<file path="src/hdl/psrrl_pkg.sv">
// ----------------------------------------------------------------------------
// psrrl_pkg
// Shared types and constants for the per-sender reply rate limiter.
// ----------------------------------------------------------------------------
package psrrl_pkg;

   localparam int DEFAULT_TABLE_ENTRIES = 8;
   localparam int DEFAULT_ADDRESS_BITS  = 48;

   localparam int GAP_W  = 31;
   localparam int TIME_W = 32;

   localparam logic [GAP_W-1:0] GAP_RESET = 31'd1000000;

   typedef enum logic [1:0] {
      ST_IDLE,
      ST_SCAN,
      ST_RESPOND
   } state_type;

   typedef struct packed {
      logic load;
      logic scan;
      logic commit;
   } cmd_type;

   typedef struct packed {
      logic hit;
      logic miss;
      logic out_free;
   } status_type;

endpackage

</file>
<file path="src/hdl/psrrl_ram.sv">
// ----------------------------------------------------------------------------
// psrrl_ram
// Generic single-write, single-read RAM with registered read data.
// ----------------------------------------------------------------------------
module psrrl_ram #(
   parameter int WIDTH = 8,
   parameter int DEPTH = 8,
   localparam int AW = (DEPTH > 1) ? $clog2(DEPTH) : 1
) (
   input  logic             clock,
   input  logic             wr_en,
   input  logic [AW-1:0]    wr_addr,
   input  logic [WIDTH-1:0] wr_data,
   input  logic             rd_en,
   input  logic [AW-1:0]    rd_addr,
   output logic [WIDTH-1:0] rd_data
);

   logic [WIDTH-1:0] mem_ff [DEPTH];
   logic [WIDTH-1:0] rd_data_ff;

   always_ff @(posedge clock) begin
      if (wr_en) begin
         mem_ff[wr_addr] <= wr_data;
      end
      if (rd_en) begin
         rd_data_ff <= mem_ff[rd_addr];
      end
   end

   assign rd_data = rd_data_ff;

endmodule

</file>
<file path="src/hdl/psrrl_ctrl.sv">
// ----------------------------------------------------------------------------
// psrrl_ctrl
// Sequencer: accept a request, scan the table, then commit and respond.
// ----------------------------------------------------------------------------
module psrrl_ctrl (
   input  logic                   clock,
   input  logic                   reset,
   input  logic                   req_valid,
   input  psrrl_pkg::status_type  status,
   output psrrl_pkg::cmd_type     cmd,
   output logic                   req_stall
);

   import psrrl_pkg::*;

   state_type state_ff;
   state_type state_in;

   always_ff @(posedge clock) begin
      if (reset) begin
         state_ff <= ST_IDLE;
      end else begin
         state_ff <= state_in;
      end
   end

   always_comb begin
      state_in  = state_ff;
      cmd       = '0;
      req_stall = 1'b1;
      unique case (state_ff)
         ST_IDLE: begin
            req_stall = 1'b0;
            if (req_valid) begin
               cmd.load = 1'b1;
               state_in = ST_SCAN;
            end
         end
         ST_SCAN: begin
            cmd.scan = 1'b1;
            if (status.hit || status.miss) begin
               state_in = ST_RESPOND;
            end
         end
         ST_RESPOND: begin
            if (status.out_free) begin
               cmd.commit = 1'b1;
               state_in   = ST_IDLE;
            end
         end
         default: begin
            state_in = ST_IDLE;
         end
      endcase
   end

endmodule

</file>
<file path="src/hdl/psrrl_dpath.sv">
// ----------------------------------------------------------------------------
// psrrl_dpath
// Request registers, sender table, scan counters, decision and output word.
// ----------------------------------------------------------------------------
module psrrl_dpath #(
   parameter int TABLE_ENTRIES = psrrl_pkg::DEFAULT_TABLE_ENTRIES,
   parameter int ADDRESS_BITS  = psrrl_pkg::DEFAULT_ADDRESS_BITS
) (
   input  logic                          clock,
   input  logic                          reset,
   input  logic [ADDRESS_BITS-1:0]       req_sender_address,
   input  logic                          req_needs_reply,
   input  logic [psrrl_pkg::TIME_W-1:0]  req_now_us,
   input  logic                          csr_valid,
   input  logic                          csr_ready,
   input  logic [psrrl_pkg::GAP_W-1:0]   csr_reply_gap_us,
   input  logic                          rsp_stall,
   output logic                          rsp_valid,
   output logic                          rsp_send_reply,
   input  psrrl_pkg::cmd_type            cmd,
   output psrrl_pkg::status_type         status
);

   import psrrl_pkg::*;

   localparam int IDX_W  = (TABLE_ENTRIES > 1) ? $clog2(TABLE_ENTRIES) : 1;
   localparam int CNT_W  = $clog2(TABLE_ENTRIES + 1);
   localparam int WORD_W = ADDRESS_BITS + 1 + TIME_W;
   localparam logic [CNT_W-1:0] CNT_FULL = CNT_W'(TABLE_ENTRIES);
   localparam logic [IDX_W-1:0] IDX_LAST = IDX_W'(TABLE_ENTRIES - 1);

   // request
   logic [ADDRESS_BITS-1:0] addr_ff;
   logic                    need_ff;
   logic [TIME_W-1:0]       now_ff;

   // table bookkeeping
   logic [CNT_W-1:0] used_ff,   used_in;
   logic [IDX_W-1:0] oldest_ff, oldest_in;
   logic [GAP_W-1:0] gap_ff,    gap_in;

   // scan
   logic [CNT_W-1:0] issue_idx_ff, issue_idx_in;
   logic             cmp_valid_ff, cmp_valid_in;
   logic [IDX_W-1:0] cmp_idx_ff,   cmp_idx_in;

   // decision
   logic             reply_ff, reply_in;
   logic             wr_ff,    wr_in;
   logic             miss_ff,  miss_in;
   logic             answered_ff, answered_in;
   logic [IDX_W-1:0] slot_ff,  slot_in;

   // output word
   logic rsp_valid_ff, rsp_valid_in;
   logic rsp_reply_ff, rsp_reply_in;

   // memory ports
   logic              rd_en;
   logic [WORD_W-1:0] rd_data;
   logic              wr_en;
   logic [WORD_W-1:0] wr_data;

   logic                    full;
   logic                    issue_more;
   logic                    addr_eq;
   logic                    ent_answered;
   logic [TIME_W-1:0]       ent_time;
   logic [TIME_W-1:0]       diff;
   logic                    within_gap;
   logic                    hit_reply;

   psrrl_ram #(
      .WIDTH (WORD_W),
      .DEPTH (TABLE_ENTRIES)
   ) u_table (
      .clock   (clock),
      .wr_en   (wr_en),
      .wr_addr (slot_ff),
      .wr_data (wr_data),
      .rd_en   (rd_en),
      .rd_addr (issue_idx_ff[IDX_W-1:0]),
      .rd_data (rd_data)
   );

   always_comb begin
      full         = (used_ff == CNT_FULL);
      issue_more   = (issue_idx_ff != used_ff);
      addr_eq      = (rd_data[WORD_W-1 -: ADDRESS_BITS] == addr_ff);
      ent_answered = rd_data[TIME_W];
      ent_time     = rd_data[TIME_W-1:0];
      diff         = now_ff - ent_time;
      within_gap   = diff[TIME_W-1] | ({1'b0, diff[TIME_W-2:0]} < {1'b0, gap_ff});
      hit_reply    = need_ff & ~(ent_answered & within_gap);

      status.hit      = cmp_valid_ff & addr_eq;
      status.miss     = ~status.hit & ~issue_more;
      status.out_free = ~rsp_valid_ff | ~rsp_stall;

      rd_en   = cmd.scan & ~status.hit & issue_more;
      wr_en   = cmd.commit & wr_ff;
      wr_data = {addr_ff, answered_ff, now_ff};
   end

   always_comb begin
      used_in      = used_ff;
      oldest_in    = oldest_ff;
      gap_in       = gap_ff;
      issue_idx_in = issue_idx_ff;
      cmp_valid_in = 1'b0;
      cmp_idx_in   = cmp_idx_ff;
      reply_in     = reply_ff;
      wr_in        = wr_ff;
      miss_in      = miss_ff;
      answered_in  = answered_ff;
      slot_in      = slot_ff;
      rsp_valid_in = rsp_valid_ff & rsp_stall;
      rsp_reply_in = rsp_reply_ff;

      if (csr_valid && csr_ready) begin
         gap_in = csr_reply_gap_us;
      end

      if (cmd.load) begin
         issue_idx_in = '0;
      end

      // issue one table read per cycle, compare it the next
      if (rd_en) begin
         issue_idx_in = issue_idx_ff + CNT_W'(1);
         cmp_valid_in = 1'b1;
         cmp_idx_in   = issue_idx_ff[IDX_W-1:0];
      end

      if (cmd.scan && status.hit) begin
         reply_in    = hit_reply;
         wr_in       = hit_reply;
         miss_in     = 1'b0;
         answered_in = 1'b1;
         slot_in     = cmp_idx_ff;
      end else if (cmd.scan && status.miss) begin
         reply_in    = 1'b1;
         wr_in       = 1'b1;
         miss_in     = 1'b1;
         answered_in = need_ff;
         slot_in     = full ? oldest_ff : used_ff[IDX_W-1:0];
      end

      if (cmd.commit) begin
         rsp_valid_in = 1'b1;
         rsp_reply_in = reply_ff;
         if (miss_ff) begin
            if (!full) begin
               used_in = used_ff + CNT_W'(1);
            end else if (oldest_ff == IDX_LAST) begin
               oldest_in = '0;
            end else begin
               oldest_in = oldest_ff + IDX_W'(1);
            end
         end
      end
   end

   always_ff @(posedge clock) begin
      if (reset) begin
         used_ff      <= '0;
         oldest_ff    <= '0;
         gap_ff       <= GAP_RESET;
         cmp_valid_ff <= 1'b0;
         rsp_valid_ff <= 1'b0;
      end else begin
         used_ff      <= used_in;
         oldest_ff    <= oldest_in;
         gap_ff       <= gap_in;
         cmp_valid_ff <= cmp_valid_in;
         rsp_valid_ff <= rsp_valid_in;
      end
   end

   always_ff @(posedge clock) begin
      if (cmd.load) begin
         addr_ff <= req_sender_address;
         need_ff <= req_needs_reply;
         now_ff  <= req_now_us;
      end
      issue_idx_ff <= issue_idx_in;
      cmp_idx_ff   <= cmp_idx_in;
      reply_ff     <= reply_in;
      wr_ff        <= wr_in;
      miss_ff      <= miss_in;
      answered_ff  <= answered_in;
      slot_ff      <= slot_in;
      rsp_reply_ff <= rsp_reply_in;
   end

   assign rsp_valid      = rsp_valid_ff;
   assign rsp_send_reply = rsp_reply_ff;

endmodule

</file>
<file path="src/hdl/per_sender_reply_rate_limiter.sv">
// ----------------------------------------------------------------------------
// per_sender_reply_rate_limiter
// Decides per sender whether a busy reply goes out now, at most one reply per
// sender within the programmed gap, using a small FIFO-recycled sender table.
// ----------------------------------------------------------------------------
// One request is handled at a time. The table memory is read one entry per
// cycle; a scan stops at a hit, or after every used entry on a miss, and
// the next request can be accepted once the result is committed. The result
// word sits in an output register, so a new request is accepted while it
// waits. csr_reply_gap_us sets the minimum microseconds between two replies to
// one sender and may be written only while the block is idle.
module per_sender_reply_rate_limiter #(
   parameter int TABLE_ENTRIES = psrrl_pkg::DEFAULT_TABLE_ENTRIES,
   parameter int ADDRESS_BITS  = psrrl_pkg::DEFAULT_ADDRESS_BITS
) (
   input  logic                          clock,
   input  logic                          reset,
   input  logic                          req_valid,
   output logic                          req_stall,
   input  logic [ADDRESS_BITS-1:0]       req_sender_address,
   input  logic                          req_needs_reply,
   input  logic [psrrl_pkg::TIME_W-1:0]  req_now_us,
   output logic                          rsp_valid,
   input  logic                          rsp_stall,
   output logic                          rsp_send_reply,
   input  logic                          csr_valid,
   output logic                          csr_ready,
   input  logic [psrrl_pkg::GAP_W-1:0]   csr_reply_gap_us
);

   import psrrl_pkg::*;

   cmd_type    cmd;
   status_type status;

   assign csr_ready = 1'b1;

   psrrl_ctrl u_ctrl (
      .clock     (clock),
      .reset     (reset),
      .req_valid (req_valid),
      .status    (status),
      .cmd       (cmd),
      .req_stall (req_stall)
   );

   psrrl_dpath #(
      .TABLE_ENTRIES (TABLE_ENTRIES),
      .ADDRESS_BITS  (ADDRESS_BITS)
   ) u_dpath (
      .clock              (clock),
      .reset              (reset),
      .req_sender_address (req_sender_address),
      .req_needs_reply    (req_needs_reply),
      .req_now_us         (req_now_us),
      .csr_valid          (csr_valid),
      .csr_ready          (csr_ready),
      .csr_reply_gap_us   (csr_reply_gap_us),
      .rsp_stall          (rsp_stall),
      .rsp_valid          (rsp_valid),
      .rsp_send_reply     (rsp_send_reply),
      .cmd                (cmd),
      .status             (status)
   );

   a_busy_after_accept: assert property (@(posedge clock) disable iff (reset)
      (req_valid && !req_stall) |=> req_stall)
      else $error("request accepted while a previous one is in flight");

   a_no_overwrite: assert property (@(posedge clock) disable iff (reset)
      cmd.commit |-> (!rsp_valid || !rsp_stall))
      else $error("result word overwritten before it was taken");

   a_rsp_from_commit: assert property (@(posedge clock) disable iff (reset)
      $rose(rsp_valid) |-> $past(cmd.commit))
      else $error("result word appeared without a commit");

endmodule

</file>
<file path="config.mk">
export PLATFORM = sky130hd
export DESIGN_NAME = per_sender_reply_rate_limiter
export DESIGN_NICKNAME = d
export VERILOG_FILES = /design/src/hdl/psrrl_pkg.sv /design/src/hdl/psrrl_ram.sv /design/src/hdl/psrrl_ctrl.sv /design/src/hdl/psrrl_dpath.sv /design/src/hdl/per_sender_reply_rate_limiter.sv
export SDC_FILE = /design/constraint.sdc
export NUM_CORES = 1
export LEC_CHECK = 0
export BUFFER_PORTS_ARGS = -buffer_cell sky130_fd_sc_hd__buf_2
export CORE_MARGIN = 3
export CORE_UTILIZATION = 50
export CTS_BUF_LIST = sky130_fd_sc_hd__clkbuf_4 sky130_fd_sc_hd__clkbuf_8
export CTS_CLUSTER_DIAMETER = 40
export DETAILED_ROUTE_END_ITERATION = 7
export GPL_TIMING_DRIVEN = 0
export MAX_ROUTING_LAYER = met4
export PLACE_DENSITY = 0.67
export SYNTH_ARGS = -nofsm -noshare
export SYNTH_HDL_FRONTEND = slang
export SYNTH_SLANG_ARGS = --single-unit
</file>
<file path="constraint.sdc">
create_clock -name clock -period 9.6 [get_ports clock]
set_input_delay 0.48 -clock clock [delete_from_list [all_inputs] [get_ports clock]]
set_output_delay 0.48 -clock clock [all_outputs]
set_load 0.01 [all_outputs]
</file>
==> metrics.md <==
| Metric | Value |
|---|---|
| Status | `complete, no violations` |
| Post-synthesis compound-gate area fraction | `0.02689` |
| Synth Flop Type | `edfxtp_1` |
| Non-filler instance count after layout | `3148` |
| IO Pins | `121` |
| CTS tree | `built` |
| Cell area after synthesis | `34240 um^2` |
| TritonRoute pass-1 iters | `7` |
| DR vias/cell | `5.609` |
| Layout cells sized above 1 | `0.2841` |
| Top-area cell type share of the netlist area | `0.7209` |
| Syn_nets | `1934` |
| Grt met1 use | `0.2928` |
| Most frequent cells in the layout | `edfxtp_1 (822), mux4_2 (162), clkbuf_8 (157), buf_2 (117), dlygate4sd3_1 (113)` |
| Layout Nets | `2356` |
| Slew @ Worst Pin | `1156 ps` |
| Grt total ovfl | `0` |
| Hold Startpoint | `req_valid` |
| Slew Viols, Final | `0` |
| Routing usage on met3 | `0.03601` |
| DR vias | `17660` |
| Synth Warn # | `0` |
| Cell Pwr Density | `212.9 nW/um^2` |
| Pwr Total | `0.008668 W` |
| Hold crit path type | `in -> reg` |
| Asr flop ratio synth | `0` |
| R2R Path Start | `u_dpath.now_ff[13]` |
| Multiplexer share of the synthesized area | `0.1414` |
| Die height | `267.7 um` |
| Grt peak-use layer | `met2` |
| Clk buf depth | `3` |
| Critical Path RT | `10050 ps` |
| Post-Route WL | `74.40 mm` |
| Setup crit start | `u_dpath.now_ff[13]` |
| Yosys reg bits | `866` |
| Hold Fails Final Rpt | `0` |
| Residual DRC | `0` |
| Min cycle time layout | `5159 ps` |
| Root Buffer | `clkbuf_8` |
| RePlAce Congestion | `0.8941` |
| Final Core Density | `0.6029` |
| Simple-Gate Fraction of Synth Area | `0.02445` |
| Sum Neg Setup Slack | `0 ps` |
| Site Rows | `95` |
| First-pass GRT wire length | `112.6 mm` |
| DRT antenna net count | `0` |
| Largest family of logic cells by synthesized area | `multiplexers` |
| Setup crit start kind | `register` |
| R2R cell count | `20` |
| Worst hold margin | `147.4 ps` |
| Die area | `71660 um^2` |
| Largest net degree at the start of global routing | `63` |
| Max Cap Viol | `0` |
| Total Routing Usage GR | `0.2209` |
| Hold path depth | `3` |
| CTS Buf Count | `145` |
| XOR/XNOR Fraction of Synth Area | `0.01918` |
| # clock sinks | `866` |
| CP Class | `reg -> reg` |
| Leak | `13.87 nW` |
| Finish-stage setup viols | `0` |
| Max_slew headroom | `0.2291` |
| 1st-iter DRT viols | `1466` |
| Post-synth top area cell | `edfxtp_1` |
| Most common cell after layout, fill and taps aside | `edfxtp_1` |
| Mean Syn Cell Area | `19.57 um^2` |
| RSZ-0062 raised after global routing | `no` |
| CTS clk-pin slew, worst paths | `60 ps` |
| Avg WL per Cell | `23.63 um` |
| GR Layer Usage met2 | `0.3555` |
| Vias in the first global route | `18740` |
| Clk_lat worst skew | `760 ps` |
| Layout area overhead | `18.88%` |
| Period utilisation layout | `0.5374` |
| Core ar. | `67510 um^2` |
| Critical Path AT | `5610 ps` |
| # port buffers | `117` |
| Adder-cell share of the synthesized area | `0.02470` |
| Worst Setup End Kind | `register` |
| Antenna violations before repair | `1` |
| Inst Count DP | `2785` |
| Synth area leaders | `edfxtp_1 (72%), mux4_2 (11%), mux2_2 (2.7%)` |
| Yosys cell types | `61` |
| Starting density of the core | `0.5072` |
| Post-synth EDFFs | `822` |
| DP HPWL | `46.71 mm` |
| Mapped Cells | `1750` |
| Post-CTS sizing | `0` |
| Final Skew | `25.14 ps` |
| Die width | `267.7 um` |
| Htree depth | `4` |
| Fmax | `0.1938 GHz` |
| Critical path fanouts, max | `9` |
| Peak supply drop | `128.2 uV` |
| Sequential element share of the synthesized area | `0.7466` |
worst paths after layout:
path | slack [ps] | endpoint
worst min register to register | 500 | u_dpath.gap_ff[30]
worst max-delay path | 4440 | u_dpath.wr_ff
worst min-delay path | 150 | u_ctrl.state_ff[0]
worst max register to register | 4440 | u_dpath.wr_ff
through the flow:
stage	worst slack [ps]	instance area, um^2
floorplan	2550	34240
global placement	-4051	35920
detailed placement	4445	36740
CTS	4449	40700
global route	4139	40710
finish	4441	40710
layer usage:
layer,vias up,share of wire
met5,-,0
met1,9115,0.43
met4,0,0.020
li1,7867,-
met2,558,0.50
met3,117,0.051
synth_stat cells (all sizes together) (4+ instances only):
master / count
o211ai: 9
o22ai: 6
a31oi: 4
nor4: 8
a211oi: 4
a21oi: 48
nor2: 69
xnor2: 48
a21o: 20
o21ai: 16
nand3: 10
nand2b: 8
nand2: 39
and3: 4
ha: 66
xor2: 27
dfxtp: 44
clkbuf: 46
mux4: 162
nand4: 17
nor2b: 5
edfxtp: 822
o21a: 6
mux2: 81
inv: 88
mux2i: 28
buf: 16
nor3: 10
timing repair:
item / in CTS / in global routing
setup buffers: 0 / 0
setup endpoints to repair: 0 / 0
hold buffers: 113 / 0
hold endpoints to repair: 113 / 0
worst max-delay path, cell delays in order (launching register included):
cell	delay, ps
edfxtp_1	570
ha_1	360
clkbuf_1	290
nand4_1	210
nor4_1	550
a32o_1	280
a211oi_1	110
o31ai_1	410
o41a_1	210
a21o_1	140
a21oi_2	60
xnor2_1	240
ha_1	300
nand3_1	120
nor2_1	60
nand2_1	80
nor2_1	40
a211oi_1	230
a21oi_1	100
a21oi_1	330
o221ai_1	190
kinds of logic after synthesis:
group	Yosys count
AO/OA/AOI/OAI	140
XOR/XNOR	75
adder cells (fa/ha/maj)	67
buffers and inverters	151
flip-flops	866
multiplexers	271
other	1
AND/OR/NAND/NOR	179
flip-flops by register name, summed over array words and instances (netlist names), 4 cells and up:
register and count:
u_dpath.used_ff 4, u_dpath.u_table.mem_ff 648, u_dpath.addr_ff 48, u_dpath.gap_ff 31
u_dpath.issue_idx_ff 4, u_dpath.now_ff 32, u_dpath.u_table.rd_data 81
layout make-up:
class | instances | area [um^2]
Inverter | 89 | 341.6
Multi-Input combinational cell | 733 | 8167
Timing Repair Buffer | 275 | 2480
Antenna cell | 1 | 2.502
Clock buffer | 197 | 2461
Sequential cell | 866 | 25560
Fill cell | 4886 | 26810
Buffer | 62 | 236.5
Clock inverter | 52 | 360.3
Tap cell | 873 | 1092
power by group:
group / switching (W) / internal, W
Combinational: 0.000568 / 0.000530
Clock: 0.00141 / 0.00176
Sequential: 0.000100 / 0.00430
Power figures use the tool's default switching activity.
